===== config.mk =====
export PLATFORM = sky130hd
export DESIGN_NAME = token_bucket_shaper_queue_core_flat
export DESIGN_NICKNAME = d
export VERILOG_FILES = /design/src/sv/tbsq_pkg.sv /design/src/sv/tbsq_if.sv /design/src/sv/tbsq_step.sv /design/src/sv/token_bucket_shaper_queue_core.sv /design/src/flat_wrapper.sv
export SDC_FILE = /design/constraint.sdc
export NUM_CORES = 2
export LEC_CHECK = 0
export BUFFER_PORTS_ARGS = -buffer_cell sky130_fd_sc_hd__buf_2
export CAP_MARGIN = 40
export CORE_MARGIN = 2
export CORE_UTILIZATION = 45
export CTS_CLUSTER_DIAMETER = 120
export DETAILED_ROUTE_END_ITERATION = 10
export PLACE_DENSITY_LB_ADDON = 0.2
export RECOVER_POWER = 25
export SLEW_MARGIN = 20
export SYNTH_ARGS = -nofsm -noshare
export SYNTH_HDL_FRONTEND = slang
export SYNTH_SLANG_ARGS = --single-unit

===== constraint.sdc =====
create_clock -name clk -period 6.36 [get_ports clk]
set_input_delay 0.318 -clock clk [delete_from_list [all_inputs] [get_ports clk]]
set_output_delay 0.318 -clock clk [all_outputs]
set_load 0.02 [all_outputs]

===== src/sv/tbsq_pkg.sv =====
// tbsq_pkg: shared types, constants and helpers of the token bucket shaper queue
`timescale 1ns / 1ps

package tbsq_pkg;

	localparam int QUEUE_DEPTH = 64;
	localparam int TAG_BITS    = 16;
	localparam int QPTR_W      = (QUEUE_DEPTH > 1) ? $clog2(QUEUE_DEPTH) : 1;
	localparam int CNT_W       = 7;
	localparam int TOK_W       = 16;
	localparam int TMR_W       = 32;
	localparam int KIND_W      = 3;
	localparam int CFG_IDX_W   = 2;
	localparam int CFG_DATA_W  = 32;

	// register indexes
	localparam logic [CFG_IDX_W-1:0] REG_TOKEN_MAX      = 2'd0;
	localparam logic [CFG_IDX_W-1:0] REG_TOKEN_INTERVAL = 2'd1;
	localparam logic [CFG_IDX_W-1:0] REG_SERVICE_TIME   = 2'd2;
	localparam logic [CFG_IDX_W-1:0] REG_BUFFER_LIMIT   = 2'd3;

	// reset values of the registers
	localparam logic [TOK_W-1:0] TOKEN_MAX_RST      = 16'd8;
	localparam logic [TMR_W-1:0] TOKEN_INTERVAL_RST = 32'd100;
	localparam logic [TMR_W-1:0] SERVICE_TIME_RST   = 32'd10;
	localparam logic [CNT_W-1:0] BUFFER_LIMIT_RST   = 7'd64;

	// request operation codes
	localparam logic OP_TICK    = 1'b0;
	localparam logic OP_ARRIVAL = 1'b1;

	// event codes
	localparam logic [KIND_W-1:0] EV_NONE       = 3'd0;
	localparam logic [KIND_W-1:0] EV_DEPARTED   = 3'd1;
	localparam logic [KIND_W-1:0] EV_STARTED    = 3'd2;
	localparam logic [KIND_W-1:0] EV_QUEUED     = 3'd3;
	localparam logic [KIND_W-1:0] EV_DROP_FULL  = 3'd4;
	localparam logic [KIND_W-1:0] EV_DROP_TOKEN = 3'd5;

	typedef enum logic {
		PH_IDLE,
		PH_EXEC
	} tbsq_phase_t;

	typedef struct packed {
		logic [TOK_W-1:0] token_max;
		logic [TMR_W-1:0] token_interval;
		logic [TMR_W-1:0] service_time;
		logic [CNT_W-1:0] buffer_limit;
	} tbsq_cfg_t;

	typedef struct packed {
		logic [TOK_W-1:0]    token_count;
		logic [TMR_W-1:0]    refill_timer;
		logic [TMR_W-1:0]    service_timer;
		logic                busy;
		logic [TAG_BITS-1:0] serving_tag;
		logic [QPTR_W-1:0]   head;
		logic [QPTR_W-1:0]   tail;
		logic [CNT_W-1:0]    count;
	} tbsq_ctx_t;

	typedef struct packed {
		logic [KIND_W-1:0]   event_kind;
		logic [TAG_BITS-1:0] event_tag;
		logic [CNT_W-1:0]    queue_length;
		logic                server_busy;
		logic [TOK_W-1:0]    tokens_left;
	} tbsq_result_t;

	typedef struct packed {
		logic                wr_en;
		logic [QPTR_W-1:0]   wr_addr;
		logic [TAG_BITS-1:0] wr_data;
	} tbsq_mem_wr_t;

	function automatic logic [QPTR_W-1:0] ptr_next(input logic [QPTR_W-1:0] p);
		logic [QPTR_W-1:0] r;
		if (p == QPTR_W'(QUEUE_DEPTH - 1)) begin
			r = '0;
		end else begin
			r = p + 1'b1;
		end
		return r;
	endfunction

endpackage


===== src/sv/tbsq_if.sv =====
// tbsq_if: valid/ready channels for requests and results
`timescale 1ns / 1ps

interface tbsq_item_if;
	logic                          valid;
	logic                          ready;
	logic                          operation;
	logic [tbsq_pkg::TAG_BITS-1:0] packet_tag;

	modport source (output valid, output operation, output packet_tag, input ready);
	modport sink (input valid, input operation, input packet_tag, output ready);
endinterface

interface tbsq_result_if;
	logic                          valid;
	logic                          ready;
	logic [tbsq_pkg::KIND_W-1:0]   event_kind;
	logic [tbsq_pkg::TAG_BITS-1:0] event_tag;
	logic [tbsq_pkg::CNT_W-1:0]    queue_length;
	logic                          server_busy;
	logic [tbsq_pkg::TOK_W-1:0]    tokens_left;

	modport source (output valid, output event_kind, output event_tag, output queue_length,
		output server_busy, output tokens_left, input ready);
	modport sink (input valid, input event_kind, input event_tag, input queue_length,
		input server_busy, input tokens_left, output ready);
endinterface


===== src/sv/tbsq_step.sv =====
// tbsq_step: next shaper state and result of one request
`timescale 1ns / 1ps

module tbsq_step (
	input  tbsq_pkg::tbsq_cfg_t           cfg,
	input  tbsq_pkg::tbsq_ctx_t           cur,
	input  logic                          operation,
	input  logic [tbsq_pkg::TAG_BITS-1:0] packet_tag,
	input  logic [tbsq_pkg::TAG_BITS-1:0] head_data,
	output tbsq_pkg::tbsq_ctx_t           nxt,
	output tbsq_pkg::tbsq_result_t        res,
	output tbsq_pkg::tbsq_mem_wr_t        mem_wr
);

	logic [tbsq_pkg::TMR_W-1:0] refill_inc;
	logic [tbsq_pkg::CNT_W-1:0] limit;

	assign refill_inc = cur.refill_timer + 1'b1;
	assign limit = (int'(cfg.buffer_limit) > tbsq_pkg::QUEUE_DEPTH)
		? tbsq_pkg::CNT_W'(tbsq_pkg::QUEUE_DEPTH) : cfg.buffer_limit;

	always_comb begin
		logic [tbsq_pkg::TOK_W-1:0] tok;
		logic                       done;
		nxt            = cur;
		res.event_kind = tbsq_pkg::EV_NONE;
		res.event_tag  = '0;
		mem_wr.wr_en   = 1'b0;
		mem_wr.wr_addr = cur.tail;
		mem_wr.wr_data = packet_tag;
		tok            = cur.token_count;
		done           = 1'b0;
		if (operation == tbsq_pkg::OP_TICK) begin
			// refill first, then the service countdown
			if (refill_inc >= cfg.token_interval) begin
				nxt.refill_timer = '0;
				if (cur.token_count < cfg.token_max) begin
					tok = cur.token_count + 1'b1;
				end
			end else begin
				nxt.refill_timer = refill_inc;
			end
			if (cur.busy) begin
				done = (cur.service_timer <= tbsq_pkg::TMR_W'(1));
				nxt.service_timer = done ? '0 : cur.service_timer - 1'b1;
				if (done && (tok != '0)) begin
					tok            = tok - 1'b1;
					res.event_kind = tbsq_pkg::EV_DEPARTED;
					res.event_tag  = cur.serving_tag;
					if (cur.count != '0) begin
						nxt.serving_tag   = head_data;
						nxt.service_timer = cfg.service_time;
						nxt.head          = tbsq_pkg::ptr_next(cur.head);
						nxt.count         = cur.count - 1'b1;
					end else begin
						nxt.busy          = 1'b0;
						nxt.serving_tag   = '0;
						nxt.service_timer = '0;
					end
				end
			end
			nxt.token_count = tok;
		end else begin
			res.event_tag = packet_tag;
			priority if (cur.token_count == '0) begin
				res.event_kind = tbsq_pkg::EV_DROP_TOKEN;
			end else if (!cur.busy) begin
				nxt.busy          = 1'b1;
				nxt.serving_tag   = packet_tag;
				nxt.service_timer = cfg.service_time;
				res.event_kind    = tbsq_pkg::EV_STARTED;
			end else if (cur.count < limit) begin
				mem_wr.wr_en   = 1'b1;
				nxt.tail       = tbsq_pkg::ptr_next(cur.tail);
				nxt.count      = cur.count + 1'b1;
				res.event_kind = tbsq_pkg::EV_QUEUED;
			end else begin
				res.event_kind = tbsq_pkg::EV_DROP_FULL;
			end
		end
		res.queue_length = nxt.count;
		res.server_busy  = nxt.busy;
		res.tokens_left  = nxt.token_count;
	end

endmodule


===== src/sv/token_bucket_shaper_queue_core.sv =====
// token_bucket_shaper_queue_core: token bucket shaper with one server and a waiting queue
// a result is registered in the update phase after its request is accepted, or later if held
// one request at a time: a new request is taken only in the idle phase, and the update phase
//   waits while the previous result is still held
// reset: asynchronous, clears control and shaper state and loads the register defaults,
//   token count starts at 8; the queue memory is not cleared and needs no clearing pass
`timescale 1ns / 1ps

module token_bucket_shaper_queue_core (
	input  logic                            clk,
	input  logic                            arst_n,
	tbsq_item_if.sink                       items,
	tbsq_result_if.source                   results,
	input  logic                            wr_en,
	input  logic [tbsq_pkg::CFG_IDX_W-1:0]  wr_index,
	input  logic [tbsq_pkg::CFG_DATA_W-1:0] wr_data
);

	tbsq_pkg::tbsq_phase_t  phase_q;
	tbsq_pkg::tbsq_phase_t  phase_nxt;
	tbsq_pkg::tbsq_cfg_t    cfg_q;
	tbsq_pkg::tbsq_ctx_t    ctx_q;
	tbsq_pkg::tbsq_ctx_t    ctx_nxt;
	tbsq_pkg::tbsq_result_t res_nxt;
	tbsq_pkg::tbsq_result_t res_q;
	tbsq_pkg::tbsq_mem_wr_t mem_wr;
	logic                   out_valid_q;
	logic                   op_s1;
	logic [tbsq_pkg::TAG_BITS-1:0] tag_s1;
	logic [tbsq_pkg::TAG_BITS-1:0] head_rd_q;
	logic                   in_ready;
	logic                   exec_go;

	logic [tbsq_pkg::TAG_BITS-1:0] queue_mem [tbsq_pkg::QUEUE_DEPTH];

	// next phase
	always_comb begin
		phase_nxt = phase_q;
		unique case (phase_q)
			tbsq_pkg::PH_IDLE: begin
				if (items.valid) begin
					phase_nxt = tbsq_pkg::PH_EXEC;
				end
			end
			tbsq_pkg::PH_EXEC: begin
				if (exec_go) begin
					phase_nxt = tbsq_pkg::PH_IDLE;
				end
			end
			default: phase_nxt = tbsq_pkg::PH_IDLE;
		endcase
	end

	// phase outputs
	always_comb begin
		in_ready = 1'b0;
		exec_go  = 1'b0;
		unique case (phase_q)
			tbsq_pkg::PH_IDLE: in_ready = 1'b1;
			tbsq_pkg::PH_EXEC: exec_go = !out_valid_q || results.ready;
			default: in_ready = 1'b0;
		endcase
	end

	assign items.ready = in_ready;

	tbsq_step u_step (
		.cfg        (cfg_q),
		.cur        (ctx_q),
		.operation  (op_s1),
		.packet_tag (tag_s1),
		.head_data  (head_rd_q),
		.nxt        (ctx_nxt),
		.res        (res_nxt),
		.mem_wr     (mem_wr)
	);

	always_ff @(posedge clk or negedge arst_n) begin
		if (!arst_n) begin
			phase_q     <= tbsq_pkg::PH_IDLE;
			out_valid_q <= 1'b0;
			cfg_q.token_max      <= tbsq_pkg::TOKEN_MAX_RST;
			cfg_q.token_interval <= tbsq_pkg::TOKEN_INTERVAL_RST;
			cfg_q.service_time   <= tbsq_pkg::SERVICE_TIME_RST;
			cfg_q.buffer_limit   <= tbsq_pkg::BUFFER_LIMIT_RST;
			ctx_q.token_count   <= tbsq_pkg::TOKEN_MAX_RST;
			ctx_q.refill_timer  <= '0;
			ctx_q.service_timer <= '0;
			ctx_q.busy          <= 1'b0;
			ctx_q.serving_tag   <= '0;
			ctx_q.head          <= '0;
			ctx_q.tail          <= '0;
			ctx_q.count         <= '0;
		end else begin
			phase_q <= phase_nxt;
			if (exec_go) begin
				out_valid_q <= 1'b1;
				ctx_q       <= ctx_nxt;
			end else if (results.ready) begin
				out_valid_q <= 1'b0;
			end
			if (wr_en) begin
				unique case (wr_index)
					tbsq_pkg::REG_TOKEN_MAX:
						cfg_q.token_max <= wr_data[tbsq_pkg::TOK_W-1:0];
					tbsq_pkg::REG_TOKEN_INTERVAL:
						cfg_q.token_interval <= wr_data[tbsq_pkg::TMR_W-1:0];
					tbsq_pkg::REG_SERVICE_TIME:
						cfg_q.service_time <= wr_data[tbsq_pkg::TMR_W-1:0];
					tbsq_pkg::REG_BUFFER_LIMIT:
						cfg_q.buffer_limit <= wr_data[tbsq_pkg::CNT_W-1:0];
					default: ;
				endcase
			end
		end
	end

	// request and result payload
	always_ff @(posedge clk) begin
		if (items.valid && in_ready) begin
			op_s1  <= items.operation;
			tag_s1 <= items.packet_tag;
		end
		if (exec_go) begin
			res_q <= res_nxt;
		end
	end

	// queue memory, head read registered every cycle
	always_ff @(posedge clk) begin
		if (exec_go && mem_wr.wr_en) begin
			queue_mem[mem_wr.wr_addr] <= mem_wr.wr_data;
		end
		head_rd_q <= queue_mem[ctx_q.head];
	end

	assign results.valid        = out_valid_q;
	assign results.event_kind   = res_q.event_kind;
	assign results.event_tag    = res_q.event_tag;
	assign results.queue_length = res_q.queue_length;
	assign results.server_busy  = res_q.server_busy;
	assign results.tokens_left  = res_q.tokens_left;

endmodule


===== src/flat_wrapper.sv =====
// flat-port wrapper written by rule: the top's interface ports become plain ports
module token_bucket_shaper_queue_core_flat 
  (clk, arst_n, wr_en, wr_index, wr_data, items_valid, items_operation, items_packet_tag, items_ready, results_valid, results_event_kind, results_event_tag, results_queue_length, results_server_busy, results_tokens_left, results_ready);
  tbsq_item_if items_i ();
  tbsq_result_if results_i ();
  input  logic clk;
  input  logic arst_n;
  input  logic wr_en;
  input  logic [tbsq_pkg::CFG_IDX_W-1:0] wr_index;
  input  logic [tbsq_pkg::CFG_DATA_W-1:0] wr_data;
  input wire logic [$bits(items_i.valid)-1:0] items_valid;
  input wire logic [$bits(items_i.operation)-1:0] items_operation;
  input wire logic [$bits(items_i.packet_tag)-1:0] items_packet_tag;
  output wire logic [$bits(items_i.ready)-1:0] items_ready;
  output wire logic [$bits(results_i.valid)-1:0] results_valid;
  output wire logic [$bits(results_i.event_kind)-1:0] results_event_kind;
  output wire logic [$bits(results_i.event_tag)-1:0] results_event_tag;
  output wire logic [$bits(results_i.queue_length)-1:0] results_queue_length;
  output wire logic [$bits(results_i.server_busy)-1:0] results_server_busy;
  output wire logic [$bits(results_i.tokens_left)-1:0] results_tokens_left;
  input wire logic [$bits(results_i.ready)-1:0] results_ready;
  assign items_i.valid = items_valid;
  assign items_i.operation = items_operation;
  assign items_i.packet_tag = items_packet_tag;
  assign items_ready = items_i.ready;
  assign results_valid = results_i.valid;
  assign results_event_kind = results_i.event_kind;
  assign results_event_tag = results_i.event_tag;
  assign results_queue_length = results_i.queue_length;
  assign results_server_busy = results_i.server_busy;
  assign results_tokens_left = results_i.tokens_left;
  assign results_i.ready = results_ready;
  token_bucket_shaper_queue_core u_core (.clk(clk), .arst_n(arst_n), .items(items_i), .results(results_i), .wr_en(wr_en), .wr_index(wr_index), .wr_data(wr_data));
endmodule

==> reports/metrics.yaml <==
detailed_routing:
  drtAntennaViolNets: 0
  drtIter0Drc: 2629
  drc: 0
  vias: 28500
  via_per_inst: 5.83
  drt_pass1_iterations: 7
  drt-total-wl_um: 130000
  wl_per_cell_um: 26.6
setup_path:
  crit_top_cell: "nand3_1"
  crit_path_max_fanout: 7
  required_ns: 6.85
  crit_path_end_kind: "flip-flop"
  cp_cell_sequence: "nand3_1 > nor2_1 > nand3_1 > inv_1 > nand3_1 > nor2_1 > and2_1 > nand3_1 > xnor2_1 > ha_1 > nand4_1 > nor4_2 > nand2_1 > a31o_2 > a211oi_2 > mux2i_2 > nand2_1 > o31a_1 > a2111oi_2 > o21ai_1 > xnor2_1"
  cp_top_family: "simple AND/OR/NAND/NOR gates"
  worst-setup-path-type: "reg2reg"
  start_kind: "flip-flop"
  cp_num_buf_inv: 1
  crit_arrival_ns: 6.41
  max_stage_delay_ns: 0.45
  cpMaxStageDelayCell: "o31a_1"
  ff2ff_setup_slack_ns: 0.44
logic_synthesis:
  ys_warn_count: 0
  yosysTopAreaCell: "edfxtp_1"
  ys_ff_latch: 1305
  yosys-top-cells-count: "1084 x edfxtp_1, 336 x mux4_2, 197 x dfrtp_1"
  synth_cells: 2924
  yosysMostFrequentCell: "edfxtp_1"
  synthTopCellsByArea: "edfxtp_1 60%, mux4_2 14%, dfrtp_1 9.2%"
  ys_seq_area_share_pct: 70.6
  synth_edf_count: 1084
  synth_fp_nets: 3044
  ys_async_sr_fraction_pct: 15.7
  synth.distinct_cells: 90
  synth_top_area_share_pct: 60.5
  syn_area_per_cell_um2: 18.4
  yosys_most_used_dff: "edfxtp_1"
  synth_area_um2: 53800
floorplan:
  dieArea_um2: 122000
  coreArea_um2: 118000
  initial_core_util_pct: 45.5
  die_x_um: 350
  die_y_um: 350
  rows: 126
  io_pins: 101
grt:
  grt_pass1_vias: 29200
  grt_usage_pct: 21.5
  grt-ovfl-total: 0
  antenna_found_initial: 1
  grt_pass1_wl_um: 192000
  grt_max_degree: 141
clocking:
  clkTransAtPathRegs_ns: 0.06
  htree_num_levels: 4
  cts-buffers-inserted: 136
  clock-sinks: 1305
  clockRootBuffer: "clkbuf_16"
  cts_tree: "yes"
  worstSkewPairLatency_ns: 0.77
  cts_buffer_depth: 3
cells_and_area:
  utilization_pct: 52.0
  seq_area_um2: 38000
  fillCellCount: 9399
  layout.cells.non_filler: 4887
  multiInputGateArea_um2: 14900
  drive_above_1_share_pct: 26.1
  area_delta_synth_final_pct: 14.4
  finalNetCount: 3292
power_and_ir_drop:
  power_leakage_uw: 0.0209
  power.switching_uw: 5120
  share_comb_of_total_power_pct: 10.9
  netSwitchingFraction_pct: 25.1
  power_uw: 20400
  ir_drop_mv: 0.321
  pwr_density_cell_nw_per_um2: 331
  clkPwrFrac_pct: 38.3
  power_frac_seq_pct: 50.8
  intPower_uw: 15300
timing:
  fin_crit_sh_pct: 93.1
  finalWorstSetupSlack_ns: 0.438
  fmax_ghz: 0.169
  skew_ns: 0.0271
  slew_viol_final: 1015
  tns_ns: 0
  setup_viol: 0
  finalCriticalPeriod_ns: 5.92
  max_slew_margin_pct: -192
  hold_viol: 0
  worst_pin_slew_ns: 4.38
  rsz0062_at_grt: "no"
placed_design:
  dp_slack_ns: 0.0815
  gp_congestion: 0.867
  placed_cells: 4577
  port_buffers: 100
  dp_hpwl_um: 76200
flow_run:
  drv_cap: 16
run_status:
  violations: "max-capacitance violations, max-slew violations"
  status: "complete, but fails checks"
worst_hold_path:
  hp-class: "in2reg"
[registers in the layout, summed over array words and instances (netlist names)]
| signal | count |
|---|---|
| u_core.results.queue_length | 7 |
| u_core.results.valid | 1 |
| u_core.results.event_kind | 3 |
| u_core.cfg_q | 87 |
| u_core.results.tokens_left | 16 |
| u_core.phase_q | 1 |
| u_core.queue_mem | 1024 |
| u_core.tag_s1 | 16 |
| u_core.results.server_busy | 1 |
| u_core.ctx_q | 116 |
| u_core.op_s1 | 1 |
| u_core.results.event_tag | 16 |
| u_core.head_rd_q | 16 |
[path summary, 6_finish.rpt]
path / startpoint / to / depth (start not counted)
max in group asynchronous: arst_n / u_core.ctx_q[13] / 4
max: u_core.ctx_q[68] / u_core.results.tokens_left[5] / 21
min in group asynchronous: arst_n / u_core.cfg_q[29] / 2
min reg2reg: u_core.cfg_q[33] / u_core.ctx_q[62] / 1
max reg2reg: u_core.ctx_q[68] / u_core.results.tokens_left[5] / 21
min: wr_en / u_core.cfg_q[5] / 3
[cell families (layout without fill, tap and decap cells)]
| logic type | count (synthesis) | count (layout) | share of synthesized area [%] |
|---|---|---|---|
| buffers and inverters | 235 | 592 | 1.73 |
| and+or+nand+nor | 499 | 499 | 4.58 |
| DFF | 1305 | 1305 | 70.6 |
| adders and majority gates | 64 | 64 | 1.49 |
| other | 0 | 6 | 0 |
| xor gates and xnor gates | 83 | 83 | 1.35 |
| muxes | 448 | 448 | 16.4 |
| AOI/OAI and AO/OA | 290 | 290 | 3.89 |
[through the flow]
stage	area, µm²	hold slack (ns)
after floorplan	53800	0.0224
after global placement	56600	0.344
after detailed placement	56700	0.350
after CTS	61600	0.117
after global routing	61600	0.219
final	61600	0.206
[placed cells by master, fill, tap and decap left out, drive strengths merged, types with 44 or more instances in the layout]
master / Yosys / layout
edfxtp: 1084 / 1084
mux4: 336 / 336
dfrtp: 197 / 197
buf: 53 / 195
clkbuf: 106 / 186
nor2: 157 / 157
nand2: 121 / 121
mux2: 94 / 94
o21ai: 87 / 87
inv: 76 / 84
ha: 64 / 64
clkinv: 0 / 63
a22o: 60 / 60
xnor2: 57 / 57
dlygate4sd3: 0 / 52
nand3: 51 / 51
a21oi: 48 / 48
nor3: 44 / 44
[power by group through the flow]
stage / Clock, µW / Sequential (µW) / Combinational (µW)
floorplan: 0 / 10600 / 1240
global placement: 0 / 10500 / 2090
detailed placement: 0 / 10500 / 2220
CTS: 7990 / 10300 / 2250
global route: 8330 / 10400 / 2430
finish: 7820 / 10400 / 2220
[cell type report]
type                            count  area share (%)
Inverter                           76           0.467
Clock buffer                      164            5.90
Clock inverter                     83            1.23
Sequential cell                  1305            61.7
Tap cell                         1600            3.25
Antenna cell                        6          0.0244
Timing Repair Buffer              269            3.15
Multi-Input combinational cell   1384            24.2
[worst min-delay path: cells and delay by family]
kind / cells / cell delay [ns]
mux: 1 / 0.21
buf+inv: 1 / 0.14
simple gates: 1 / 0.26
[what timing repair did]
item,in CTS,in global routing
endpoints found under the setup margin,0,71
hold endpoints to repair,180,0
hold buffers,52,0
resized for setup,0,6
setup buffers,0,2
[layer usage]
metal  global-route usage (%)  part of all wire [%]  up-vias
met1                     28.6                    41    15100
met4                     7.26                   2.8        2
met5                        0                 0.010        -
li1                         -                     -    12300
met3                     3.41                   5.4      211
met2                     36.3                    51      904
Power figures use the tool's default switching activity.
